<file path="config.mk">
export PLATFORM = sky130hd
export DESIGN_NAME = nibble_entropy_pool_unit
export DESIGN_NICKNAME = d
export VERILOG_FILES = /design/src/hw/rtl/nep_pkg.sv /design/src/hw/rtl/nep_div.sv /design/src/hw/rtl/nibble_entropy_pool_unit.sv
export SDC_FILE = /design/constraint.sdc
export NUM_CORES = 1
export LEC_CHECK = 0
export BUFFER_PORTS_ARGS = -buffer_cell sky130_fd_sc_hd__buf_2
export CAP_MARGIN = 20
export CORE_MARGIN = 2
export CORE_UTILIZATION = 35
export CTS_CLUSTER_SIZE = 30
export DETAILED_ROUTE_END_ITERATION = 10
export PLACE_DENSITY_LB_ADDON = 0.15
export SYNTH_ARGS = -nofsm -noshare
export SYNTH_HDL_FRONTEND = slang
export SYNTH_HIERARCHICAL = 1
export SYNTH_SLANG_ARGS = --single-unit
</file>
<file path="constraint.sdc">
create_clock -name i_clk -period 7.4 [get_ports i_clk]
set_input_delay 0.37 -clock i_clk [delete_from_list [all_inputs] [get_ports i_clk]]
set_output_delay 0.37 -clock i_clk [all_outputs]
set_load 0.01 [all_outputs]
</file>
<file path="src/hw/rtl/nep_pkg.sv">
// Shared types and constants for the nibble entropy pool.
package nep_pkg;

    // Ring geometry
    localparam int NIBBLE_SLOTS     = 64;
    localparam int NIBBLES_PER_WORD = 8;
    localparam int NIB_W            = 4;
    localparam int WORD_W           = 32;
    localparam int SLOT_W           = $clog2(NIBBLE_SLOTS);
    localparam int NIB_IDX_W        = $clog2(NIBBLES_PER_WORD);
    localparam int WORD_COUNT       = (NIBBLE_SLOTS + NIBBLES_PER_WORD - 1) / NIBBLES_PER_WORD;
    localparam int MEM_DEPTH        = WORD_COUNT * NIBBLES_PER_WORD;

    // Stream payload widths
    localparam int SAMPLE_W   = 16;
    localparam int OP_W       = 2;
    localparam int HELD_W     = 8;
    localparam int IN_DATA_W  = 48;
    localparam int OUT_DATA_W = 48;

    // Operation codes carried in tuser
    typedef enum logic [OP_W-1:0] {
        OP_APPEND  = 2'd0,
        OP_RAW     = 2'd1,
        OP_MOD     = 2'd2,
        OP_UNIFORM = 2'd3
    } t_op;

    // Request to the serial remainder unit
    typedef struct packed {
        logic              start;
        logic [WORD_W-1:0] dividend;
        logic [WORD_W-1:0] divisor;
    } t_div_req;

endpackage

</file>
<file path="src/hw/rtl/nep_div.sv">
// Bit-serial restoring remainder unit, one quotient bit per cycle.
module nep_div (
    input  logic                      i_clk,
    input  logic                      i_rst_n,
    input  nep_pkg::t_div_req         i_req,
    output logic                      o_done,
    output logic [nep_pkg::WORD_W-1:0] o_rem
);
    import nep_pkg::*;

    localparam int STEP_W = $clog2(WORD_W);

    logic [WORD_W-1:0] r_rem;
    logic [WORD_W-1:0] r_dvd;
    logic [WORD_W-1:0] r_dsr;
    logic [STEP_W-1:0] r_cnt;
    logic              r_busy;
    logic              r_done;
    logic [WORD_W:0]   trial;
    logic [WORD_W:0]   diff;
    logic [WORD_W-1:0] n_rem;

    // One shift-and-subtract step
    always_comb begin
        trial = {r_rem, r_dvd[WORD_W-1]};
        diff  = trial - {1'b0, r_dsr};
        n_rem = diff[WORD_W] ? trial[WORD_W-1:0] : diff[WORD_W-1:0];
    end

    // Control: reset clears busy, done and the step counter only
    always_ff @(posedge i_clk) begin
        if (!i_rst_n) begin
            r_busy <= 1'b0;
            r_done <= 1'b0;
            r_cnt  <= '0;
        end else begin
            r_done <= 1'b0;
            if (i_req.start) begin
                r_busy <= 1'b1;
                r_cnt  <= '0;
            end else if (r_busy) begin
                r_cnt <= r_cnt + 1'b1;
                if (r_cnt == STEP_W'(WORD_W - 1)) begin
                    r_busy <= 1'b0;
                    r_done <= 1'b1;
                end
            end
        end
    end

    // Datapath
    always_ff @(posedge i_clk) begin
        if (i_req.start) begin
            r_rem <= '0;
            r_dvd <= i_req.dividend;
            r_dsr <= i_req.divisor;
        end else if (r_busy) begin
            r_rem <= n_rem;
            r_dvd <= {r_dvd[WORD_W-2:0], 1'b0};
        end
    end

    assign o_done = r_done;
    assign o_rem  = r_rem;

endmodule

</file>
<file path="src/hw/rtl/nibble_entropy_pool_unit.sv">
// Top level of the nibble entropy pool: ring store, draw sequencer and stream ports.
// Append stores directly; raw and modulo draws pop a word, modulo then reduces it; a uniform
// draw first computes a threshold, pops words until one is accepted, then reduces it.
// One item at a time: the next item is taken on the edge after the result is loaded,
// while that result may still wait in the output register.
// Pops read one nibble a cycle from the store; reductions run in the serial divider.
// Synchronous active-low reset empties the ring and clears all handshake state.
module nibble_entropy_pool_unit (
    input  logic                            i_clk,
    input  logic                            i_rst_n,
    input  logic                            s_axis_tvalid,
    output logic                            s_axis_tready,
    input  logic [nep_pkg::IN_DATA_W-1:0]   s_axis_tdata,  // sample[15:0], upper_bound[47:16]
    input  logic [nep_pkg::OP_W-1:0]        s_axis_tuser,  // op[1:0]
    output logic                            m_axis_tvalid,
    input  logic                            m_axis_tready,
    output logic [nep_pkg::OUT_DATA_W-1:0]  m_axis_tdata   // success[0], random_value[32:1],
                                                           // pool_full[33], nibbles_held[41:34]
);
    import nep_pkg::*;

    typedef enum logic [2:0] {
        S_IDLE,
        S_THR,
        S_POPCHK,
        S_POP,
        S_CHECK,
        S_MOD,
        S_DONE
    } t_state;

    localparam logic [SLOT_W-1:0] LAST_SLOT = SLOT_W'(NIBBLE_SLOTS - 1);
    localparam logic [SLOT_W:0]   SLOTS_EXT = (SLOT_W + 1)'(NIBBLE_SLOTS);
    localparam logic [SLOT_W-1:0] WORD_NIBS = SLOT_W'(NIBBLES_PER_WORD);

    t_state                r_state;
    t_op                   r_op;
    logic [WORD_W-1:0]     r_bound;
    logic [WORD_W-1:0]     r_thr;
    logic [WORD_W-1:0]     r_word;
    logic [NIB_IDX_W:0]    r_cnt;
    logic [SLOT_W-1:0]     r_read_slot;
    logic [SLOT_W-1:0]     r_write_slot;
    logic [SLOT_W-1:0]     r_held;
    logic                  r_res_ok;
    logic [WORD_W-1:0]     r_res_val;
    logic                  r_out_valid;
    logic [OUT_DATA_W-1:0] r_out_data;
    t_div_req              r_div_req;
    logic [NIB_W-1:0]      r_rd_nib;
    logic [NIB_W-1:0]      mem [MEM_DEPTH];

    logic                  accept;
    t_op                   in_op;
    logic [SAMPLE_W-1:0]   in_sample;
    logic [WORD_W-1:0]     in_bound;
    logic                  full;
    logic                  wr_en;
    logic [SLOT_W-1:0]     rd_addr;
    logic [SLOT_W:0]       rd_sum;
    logic [SLOT_W-1:0]     n_read_slot;
    logic [SLOT_W-1:0]     n_write_slot;
    logic                  out_free;
    logic                  div_done;
    logic [WORD_W-1:0]     div_rem;

    // Input unpacking and status
    assign in_op     = t_op'(s_axis_tuser);
    assign in_sample = s_axis_tdata[SAMPLE_W-1:0];
    assign in_bound  = s_axis_tdata[SAMPLE_W +: WORD_W];
    assign s_axis_tready = (r_state == S_IDLE);
    assign accept    = s_axis_tvalid && s_axis_tready;
    assign full      = (r_held == LAST_SLOT);
    assign wr_en     = accept && (in_op == OP_APPEND) && !full;
    assign out_free  = !r_out_valid || m_axis_tready;

    // Slot arithmetic: a pop advances eight slots with wrap
    always_comb begin
        rd_sum = {1'b0, r_read_slot} + (SLOT_W + 1)'(NIBBLES_PER_WORD);
        if (rd_sum >= SLOTS_EXT) begin
            rd_sum = rd_sum - SLOTS_EXT;
        end
        n_read_slot  = rd_sum[SLOT_W-1:0];
        n_write_slot = (r_write_slot == LAST_SLOT) ? '0 : r_write_slot + 1'b1;
        rd_addr      = {r_read_slot[SLOT_W-1:NIB_IDX_W], r_cnt[NIB_IDX_W-1:0]};
    end

    // Nibble store, one write and one registered read per cycle
    always_ff @(posedge i_clk) begin
        if (wr_en) begin
            mem[r_write_slot] <= in_sample[NIB_W-1:0];
        end
        r_rd_nib <= mem[rd_addr];
    end

    nep_div u_div (
        .i_clk   (i_clk),
        .i_rst_n (i_rst_n),
        .i_req   (r_div_req),
        .o_done  (div_done),
        .o_rem   (div_rem)
    );

    // Draw sequencer and output register
    always_ff @(posedge i_clk) begin
        if (!i_rst_n) begin
            r_state         <= S_IDLE;
            r_read_slot     <= '0;
            r_write_slot    <= '0;
            r_held          <= '0;
            r_out_valid     <= 1'b0;
            r_div_req.start <= 1'b0;
        end else begin
            r_div_req.start <= 1'b0;
            // output register empties on a transfer unless a new result is loaded
            if (m_axis_tready && r_state != S_DONE) begin
                r_out_valid <= 1'b0;
            end
            case (r_state)
                S_IDLE: begin
                    if (accept) begin
                        r_op      <= in_op;
                        r_bound   <= in_bound;
                        r_res_ok  <= 1'b0;
                        r_res_val <= '0;
                        case (in_op)
                            OP_APPEND: begin
                                if (!full) begin
                                    r_write_slot <= n_write_slot;
                                    r_held       <= r_held + 1'b1;
                                    r_res_ok     <= 1'b1;
                                end
                                r_state <= S_DONE;
                            end
                            OP_RAW: r_state <= S_POPCHK;
                            OP_MOD: r_state <= (in_bound == '0) ? S_DONE : S_POPCHK;
                            OP_UNIFORM: begin
                                if (in_bound == '0) begin
                                    r_state <= S_DONE;
                                end else begin
                                    // threshold remainder: (2^32 - bound) mod bound
                                    r_div_req.start    <= 1'b1;
                                    r_div_req.dividend <= '0 - in_bound;
                                    r_div_req.divisor  <= in_bound;
                                    r_state            <= S_THR;
                                end
                            end
                            default: r_state <= S_DONE;
                        endcase
                    end
                end
                S_THR: begin
                    if (div_done) begin
                        r_thr   <= ~div_rem;
                        r_state <= S_POPCHK;
                    end
                end
                S_POPCHK: begin
                    if (r_held < WORD_NIBS) begin
                        r_res_ok <= 1'b0;
                        r_state  <= S_DONE;
                    end else begin
                        r_cnt   <= '0;
                        r_state <= S_POP;
                    end
                end
                S_POP: begin
                    // nibbles enter at the top and settle lowest slot lowest
                    if (r_cnt != '0) begin
                        r_word <= {r_rd_nib, r_word[WORD_W-1:NIB_W]};
                    end
                    if (r_cnt == (NIB_IDX_W + 1)'(NIBBLES_PER_WORD)) begin
                        r_read_slot <= n_read_slot;
                        r_held      <= r_held - WORD_NIBS;
                        r_state     <= S_CHECK;
                    end else begin
                        r_cnt <= r_cnt + 1'b1;
                    end
                end
                S_CHECK: begin
                    if (r_op == OP_RAW) begin
                        r_res_ok  <= 1'b1;
                        r_res_val <= r_word;
                        r_state   <= S_DONE;
                    end else if (r_op == OP_UNIFORM && r_word > r_thr) begin
                        // rejected word stays consumed
                        r_state <= S_POPCHK;
                    end else begin
                        r_div_req.start    <= 1'b1;
                        r_div_req.dividend <= r_word;
                        r_div_req.divisor  <= r_bound;
                        r_state            <= S_MOD;
                    end
                end
                S_MOD: begin
                    if (div_done) begin
                        r_res_ok  <= 1'b1;
                        r_res_val <= div_rem;
                        r_state   <= S_DONE;
                    end
                end
                S_DONE: begin
                    if (out_free) begin
                        r_out_valid <= 1'b1;
                        r_out_data  <= {(OUT_DATA_W - WORD_W - HELD_W - 2)'(0),
                                        HELD_W'(r_held), full, r_res_val, r_res_ok};
                        r_state     <= S_IDLE;
                    end
                end
                default: r_state <= S_IDLE;
            endcase
        end
    end

    assign m_axis_tvalid = r_out_valid;
    assign m_axis_tdata  = r_out_data;

    // Checks
    a_held_max: assert property (@(posedge i_clk) disable iff (!i_rst_n)
        r_held <= LAST_SLOT)
        else $error("held count exceeds ring capacity");

    a_append_count: assert property (@(posedge i_clk) disable iff (!i_rst_n)
        wr_en |=> r_held == $past(r_held) + 1'b1)
        else $error("stored sample not counted");

    a_pop_count: assert property (@(posedge i_clk) disable iff (!i_rst_n)
        (r_state == S_POP && r_cnt == (NIB_IDX_W + 1)'(NIBBLES_PER_WORD))
        |=> r_held == $past(r_held) - WORD_NIBS)
        else $error("popped word not removed from count");

    a_pop_enough: assert property (@(posedge i_clk) disable iff (!i_rst_n)
        r_state == S_POP |-> r_held >= WORD_NIBS)
        else $error("pop started with fewer than a word held");

endmodule

</file>
==> summary.txt, run 1 <==
Job
  – Max_cap viols: 0

STA
  – Final Max Slew Viols: 0
  – RSZ-0062 raised after global routing: false
  – Setup TNS: 0 ns
  – Least-Margin Pin Slew: 1.04 ns
  – Max Freq: 221 MHz
  – Clk_skew: 0.0528 ns
  – Final Setup Violations: 0
  – Max-Slew Margin vs Limit: 0.306
  – Hold Fails Final Rpt: 0
  – Tcrit/Tclk final: 0.612
  – Minimum clock period: 4.53 ns

Critical path
  – WP data required: 7.85 ns
  – CP Capture Type: flop
  – WS Path Type: flop to flop
  – Crit start category: flop
  – Reg2reg start: u_div/r_dvd[31]
  – Worst EP arrival: 4.98 ns
  – Reg2reg setup slack: 2.87 ns
  – End of the worst register-to-register path: u_div/o_rem[14]
  – Cell depth of the worst flop-to-flop path: 13
  – CP Max Fanout: 20

Yosys
  – Syn_area_per_cell: 14.9 µm²
  – Register area share after synthesis: 0.662
  – Synthesis-stage register bit count: 622
  – Syn Std Cell Area: 0.0272 mm²
  – Synth Instances: 1833
  – Post-synth ARST share: 0
  – Synth unique cells: 86
  – Main area contributors after synthesis: edfxtp_1 62%, mux4_2 6.6%, dfxtp_1 4.6%, ha_1 3.4%, a22o_1 3.0%
  – YS warnings: 6
  – Post-synth EDFFs: 559
  – Synth top area share: 0.616
  – Yosys top cell by area: edfxtp_1
  – Dominant synthesized flop cell: edfxtp_1

Power
  – PwrDens: 330 mW/mm²
  – Worst VDD drop: 170 µV
  – Leakage power: 10.8 nW

Routing
  – WL final: 65.2 mm
  – DR vias/cell: 5.14
  – DR vias: 15.6k
  – TritonRoute pass-1 iters: 6
  – WL/cell: 21.5 µm
  – Residual DRC: 0
  – Final ANT Viol Nets: 0
  – DR iter-0 viols: 1359

GRT
  – Antenna violations before repair: 8
  – Vias in the first global route: 15.7k
  – Largest net degree at the start of global routing: 76
  – GRT overflow: 0
  – Overall global routing resource usage: 0.161
  – First-pass GRT wire length: 99.3 mm

Clock tree
  – CTS H-tree depth: 3
  – Post-CTS Setup Repair Bufs: 0
  – Root buffer cell: clkbuf_16
  – Worst-Skew Late Latency: 0.63 ns
  – Cts hold-fix bufs: 21
  – Clk sink count: 622
  – Post-CTS Resized: 0
  – CTS tree: built
  – CTS Buf Count: 72
  – Max Root-Sink Buffers: 3
  – Worst-path clk slew: 0.06 ns

Finish
  – Commonest non-fill, non-tap cell in the layout: edfxtp_1
  – FILL cells: 7124
  – Commonest cells after routing, fill and taps aside: 559 x edfxtp_1, 160 x nor2_1, 111 x inv_1
  – Area growth syn-to-layout: 15.3%
  – Final Cell Area: 0.0314 mm²
  – Share of post-route cells with drive strength above 1: 0.177
  – Total Nets Final: 2067

Worst hold path
  – Hold Startpoint: s_axis_tdata[39]
  – Hold Crit Class: primary input to flop
  – Worst hold path depth: 1
  – Hold endpoint: r_bound[23]

Floorplanning
  – Chip width: 283 µm
  – Die height: 283 µm
  – Starting Density: 0.353
  – Io pins: 104
  – Die area: 0.0801 mm²
  – Row Count: 102
  – Core ar.: 0.0772 mm²

Place
  – IO buf count: 83
  – Placer Congestion: 0.910
  – Post-DP HPWL: 43.2 mm
  – Placed Area: 0.0287 mm²

Outcome
  – Status: completed
final cells by class:
type	instances	area [µm²]	area share
flip-flops and latches	622	18100	0.575
multi-input cells	1004	8400	0.267
clock buffers	88	1910	0.0609
well taps	1040	1300	0.0414
repair buffers	125	833	0.0265
clock inverters	42	478	0.0152
inverters	113	424	0.0135
diodes	4	10.0	0.000319
report_power, final:
group / internal [mW] / switching [mW] / total [mW] / leakage, nW
clock network: 2.10 / 1.47 / 3.57 / 1.16
registers: 4.31 / 0.263 / 4.58 / 5.62
logic: 0.897 / 1.31 / 2.21 / 4.07
cell families after synthesis:
group / after synthesis / share of synthesized area
flip-flops: 622 / 0.662
other: 1 / 0.000138
adder cells (fa/ha/maj): 75 / 0.0347
XOR/XNOR: 68 / 0.0225
buffers and inverters: 214 / 0.0322
multiplexers: 142 / 0.0904
AND/OR/NAND/NOR: 403 / 0.0730
AO/OA/AOI/OAI: 308 / 0.0847
worst max-delay path: stages (launching register included):
cell	delay [ns]
edfxtp_1	0.32
inv_1	0.05
ha_1	0.21
fa_1	0.42
and2b_1	0.26
o2111ai_1	0.25
a311o_1	0.42
o41a_1	0.43
o31ai_4	0.40
a41oi_4	0.20
xnor2_4	0.72
buf_4	0.34
mux2i_1	0.23
a211oi_1	0.09
through the flow:
stage	instances	utilization	power, mW	setup slack, ns	hold WS [ns]
final	3038	0.407	10.4	2.87	0.0364
after global routing	3038	0.407	10.9	2.59	0.0238
after CTS	3030	0.406	10.5	2.83	0.00538
after detailed placement	2879	0.372	6.84	2.86	0.389
after global placement	2879	0.372	6.80	2.90	0.390
after floorplan	1840	-	6.23	2.75	0.386
per-layer routing:
metal  global-route usage  wire (µm)  part of all wire
met5                    0         49           0.00075
met3               0.0270       2630             0.040
met2                0.258      31000              0.48
met1                0.223      29800              0.46
met4               0.0517       1720             0.026
Yosys cell counts (all sizes together), types with 4 or more instances:
cell type  instances
edfxtp           559
nor2             163
inv              112
a22o              92
nand2             82
mux4              80
ha                74
clkbuf            64
dfxtp             63
a21oi             55
xnor2             40
buf               37
o21ai             37
mux2              32
a211oi            30
mux2i             30
xor2              28
nor3              21
nand4             17
nor4              16
nand3             14
a21o              13
and3              12
nand2b            11
o21a              11
or3               11
nand3b            10
a22oi              9
a31oi              9
nor2b              9
and2               8
a32o               6
nor3b              6
a311oi             5
or4                5
o211ai             4
o22ai              4
o31ai              4
worst max-delay path by stage:
stage                            to  cells past startpoint       startpoint
floorplan              r_res_val[0]                      6       r_state[1]
global placement    u_div/o_rem[14]                     13  u_div/r_dvd[31]
detailed placement  u_div/o_rem[12]                     13  u_div/r_dvd[31]
CTS                 u_div/o_rem[12]                     13  u_div/r_dvd[31]
global route        u_div/o_rem[20]                     12   u_div/o_rem[0]
finish              u_div/o_rem[14]                     13  u_div/r_dvd[31]
state kept, by name, indices dropped and copies added, names as in the netlist, 2 cells and up:
register,cells
m_axis_tdata,40
mem,256
r_bound,32
r_cnt,4
r_div_req,65
r_held,6
r_op,2
r_rd_nib,4
r_read_slot,3
r_res_val,32
r_state,3
r_thr,32
r_word,32
r_write_slot,6
u_div/o_rem,32
u_div/r_cnt,5
u_div/r_dsr,32
u_div/r_dvd,32
Power figures use the tool's default switching activity.
==> inputs of run 2 (changes only) <==
Clock period 7.4 ns to 4 ns, I/O delays scaled along.
==> run 2 against run 1 <==
Worst hold slack worse by 0.0019 ns. Sequential share of layout area fell by 0.80 points. Clock skew is essentially flat. Maximum frequency rose by 20%. Clock-buffer cell count increased by 5.
==> summary.txt, run 2 (same netlist as run 1, synthesis figures left out) <==
Outcome
  – Status: completed

STA
  – RSZ-0062 raised after global routing: false
  – Max-Slew Margin vs Limit: 0.305
  – Least-Margin Pin Slew: 1.04 ns
  – Max Freq: 265 MHz
  – Minimum clock period: 3.78 ns
  – Fin Hold WS: 0.0345 ns
  – Final worst slack: 0.221 ns
  – Clk_skew: 0.0526 ns
  – Final Max Slew Viols: 0
  – Hold Fails Final Rpt: 0
  – Tcrit/Tclk final: 0.945
  – Setup TNS: 0 ns
  – Final Setup Violations: 0

Critical path
  – Worst EP arrival: 4.31 ns
  – Crit start category: flop
  – Largest delay share family, worst path: compound AO/OA/AOI/OAI gates
  – CP Capture Type: flop
  – WP data required: 4.53 ns
  – CP Max Fanout: 16
  – Crit path buffers/inverters: 2
  – CP Cell Sequence: inv_1 -> ha_1 -> fa_1 -> and2b_1 -> o2111ai_1 -> a311o_1 -> o41a_1 -> o31ai_4 -> a41oi_4 -> xnor2_4 -> buf_12 -> mux2_1 -> a211oi_1
  – Critical path's slowest cell: o41a_1
  – WS Path Type: flop to flop
  – Slowest Stage Delay on Critical Path: 0.43 ns

Finish
  – Share of post-route cells with drive strength above 1: 0.186
  – Commonest cells after routing, fill and taps aside: 559 x edfxtp_1, 160 x nor2_1, 111 x inv_1
  – Largest Register: mem
  – FILL cells: 7030
  – Max reg flops: 256
  – Area growth syn-to-layout: 16.9%
  – Final Cell Area: 0.0319 mm²
  – Total Nets Final: 2110
  – Final core occ: 0.413
  – Commonest non-fill, non-tap cell in the layout: edfxtp_1

Routing
  – Metal3 WL: 3.26 mm
  – DR vias/cell: 5.15
  – Met1 wire length: 29.4 mm
  – Highest metal used: met5
  – DR iter-0 viols: 1192
  – Residual DRC: 0
  – DR vias: 15.9k
  – WL/cell: 21.2 µm
  – Final ANT Viol Nets: 0
  – WL final: 65.4 mm
  – TritonRoute pass-1 iters: 5
  – Met2 WL: 31.2 mm

GRT
  – Antenna violations before repair: 6
  – First-pass GRT wire length: 99.6 mm
  – Largest net degree at the start of global routing: 76
  – Overall global routing resource usage: 0.162
  – GRT overflow: 0
  – Vias in the first global route: 16.0k

Power
  – Sw Pwr: 5.66 mW
  – Part of the power in registers: 0.433
  – Worst VDD drop: 488 µV
  – Clk network pwr share: 0.343
  – PwrDens: 609 mW/mm²
  – Comb pwr share: 0.224
  – Leakage power: 11.1 nW
  – Sw Ratio: 0.291
  – Internal power: 13.8 mW

Clock tree
  – Max Root-Sink Buffers: 3
  – CTS tree: built
  – Worst-Skew Late Latency: 0.62 ns
  – CTS Buf Count: 72
  – CTS H-tree depth: 3
  – Root buffer cell: clkbuf_16
  – Worst-path clk slew: 0.06 ns
  – Clk sink count: 622
  – Post-CTS Setup Repair Bufs: 0

Job
  – Max_cap viols: 0

Floorplanning
  – Chip width: 283 µm
  – Starting Density: 0.353
  – Row Count: 102
  – Die height: 283 µm
  – Die area: 0.0801 mm²
  – Core ar.: 0.0772 mm²
  – Io pins: 104

Place
  – Placed Area: 0.0290 mm²
  – Post-DP HPWL: 44.2 mm
  – Worst slack, placed: 0.129 ns
  – IO buf count: 83
  – Placer Congestion: 0.854

Worst hold path
  – Hold Crit Class: primary input to flop
==> run 2: path summary, 6_finish.rpt <==
check                       start              to  slack, ns  cells past startpoint
hold / removal    s_axis_tdata[0]      mem[18][0]       0.03                      1
hold reg to reg       r_rd_nib[1]      r_word[29]       0.41                      0
setup / recovery  u_div/r_dvd[31]  u_div/o_rem[0]       0.22                     13
setup reg to reg  u_div/r_dvd[31]  u_div/o_rem[0]       0.22                     13
==> run 2: repair_timing <==
item | in CTS | in global routing
endpoints found under the hold margin | 80 | 11
endpoints found under the setup margin | 0 | 2
hold buffers | 36 | 1
resized for setup | 0 | 2
==> run 2: metal layers <==
metal  vias up  track usage
li1       7361            -
met1      7998        0.222
met2       414        0.262
met3       123       0.0268
met4         2       0.0527
met5         -            0
==> run 2: layout make-up <==
type                    count  area (µm²)  share of cell area
flip-flops and latches    622       18100               0.567
multi-input cells        1004        8420               0.264
clock buffers              93        1920              0.0603
well taps                1040        1300              0.0408
repair buffers            168        1230              0.0387
clock inverters            41         488              0.0153
inverters                 113         424              0.0133
diodes                      6        15.0            0.000471
==> run 2: per-stage QoR <==
stage,std cells,total power [mW]
finish,3087,19.4
global route,3086,20.4
CTS,3078,19.6
detailed placement,2908,12.8
global placement,2908,12.8
floorplan,1840,11.5
==> run 2: worst register-to-register path: stages, from the launching register on <==
cell       delay (ns)
edfxtp_1         0.32
inv_1            0.05
ha_1             0.22
fa_1             0.42
and2b_1          0.24
o2111ai_1        0.17
a311o_1          0.38
o41a_1           0.43
o31ai_4          0.31
a41oi_4          0.19
xnor2_4          0.19
buf_12           0.19
mux2_1           0.37
a211oi_1         0.23
==> run 2: power groups by stage <==
stage	registers, mW	logic (mW)	clock network [mW]
3_5_place_dp	8.54	4.29	0
4_1_cts	8.40	4.35	6.85
2_1_floorplan	8.38	3.13	0
3_3_place_gp	8.53	4.27	0
5_1_grt	8.47	4.80	7.10
6_report	8.39	4.35	6.66
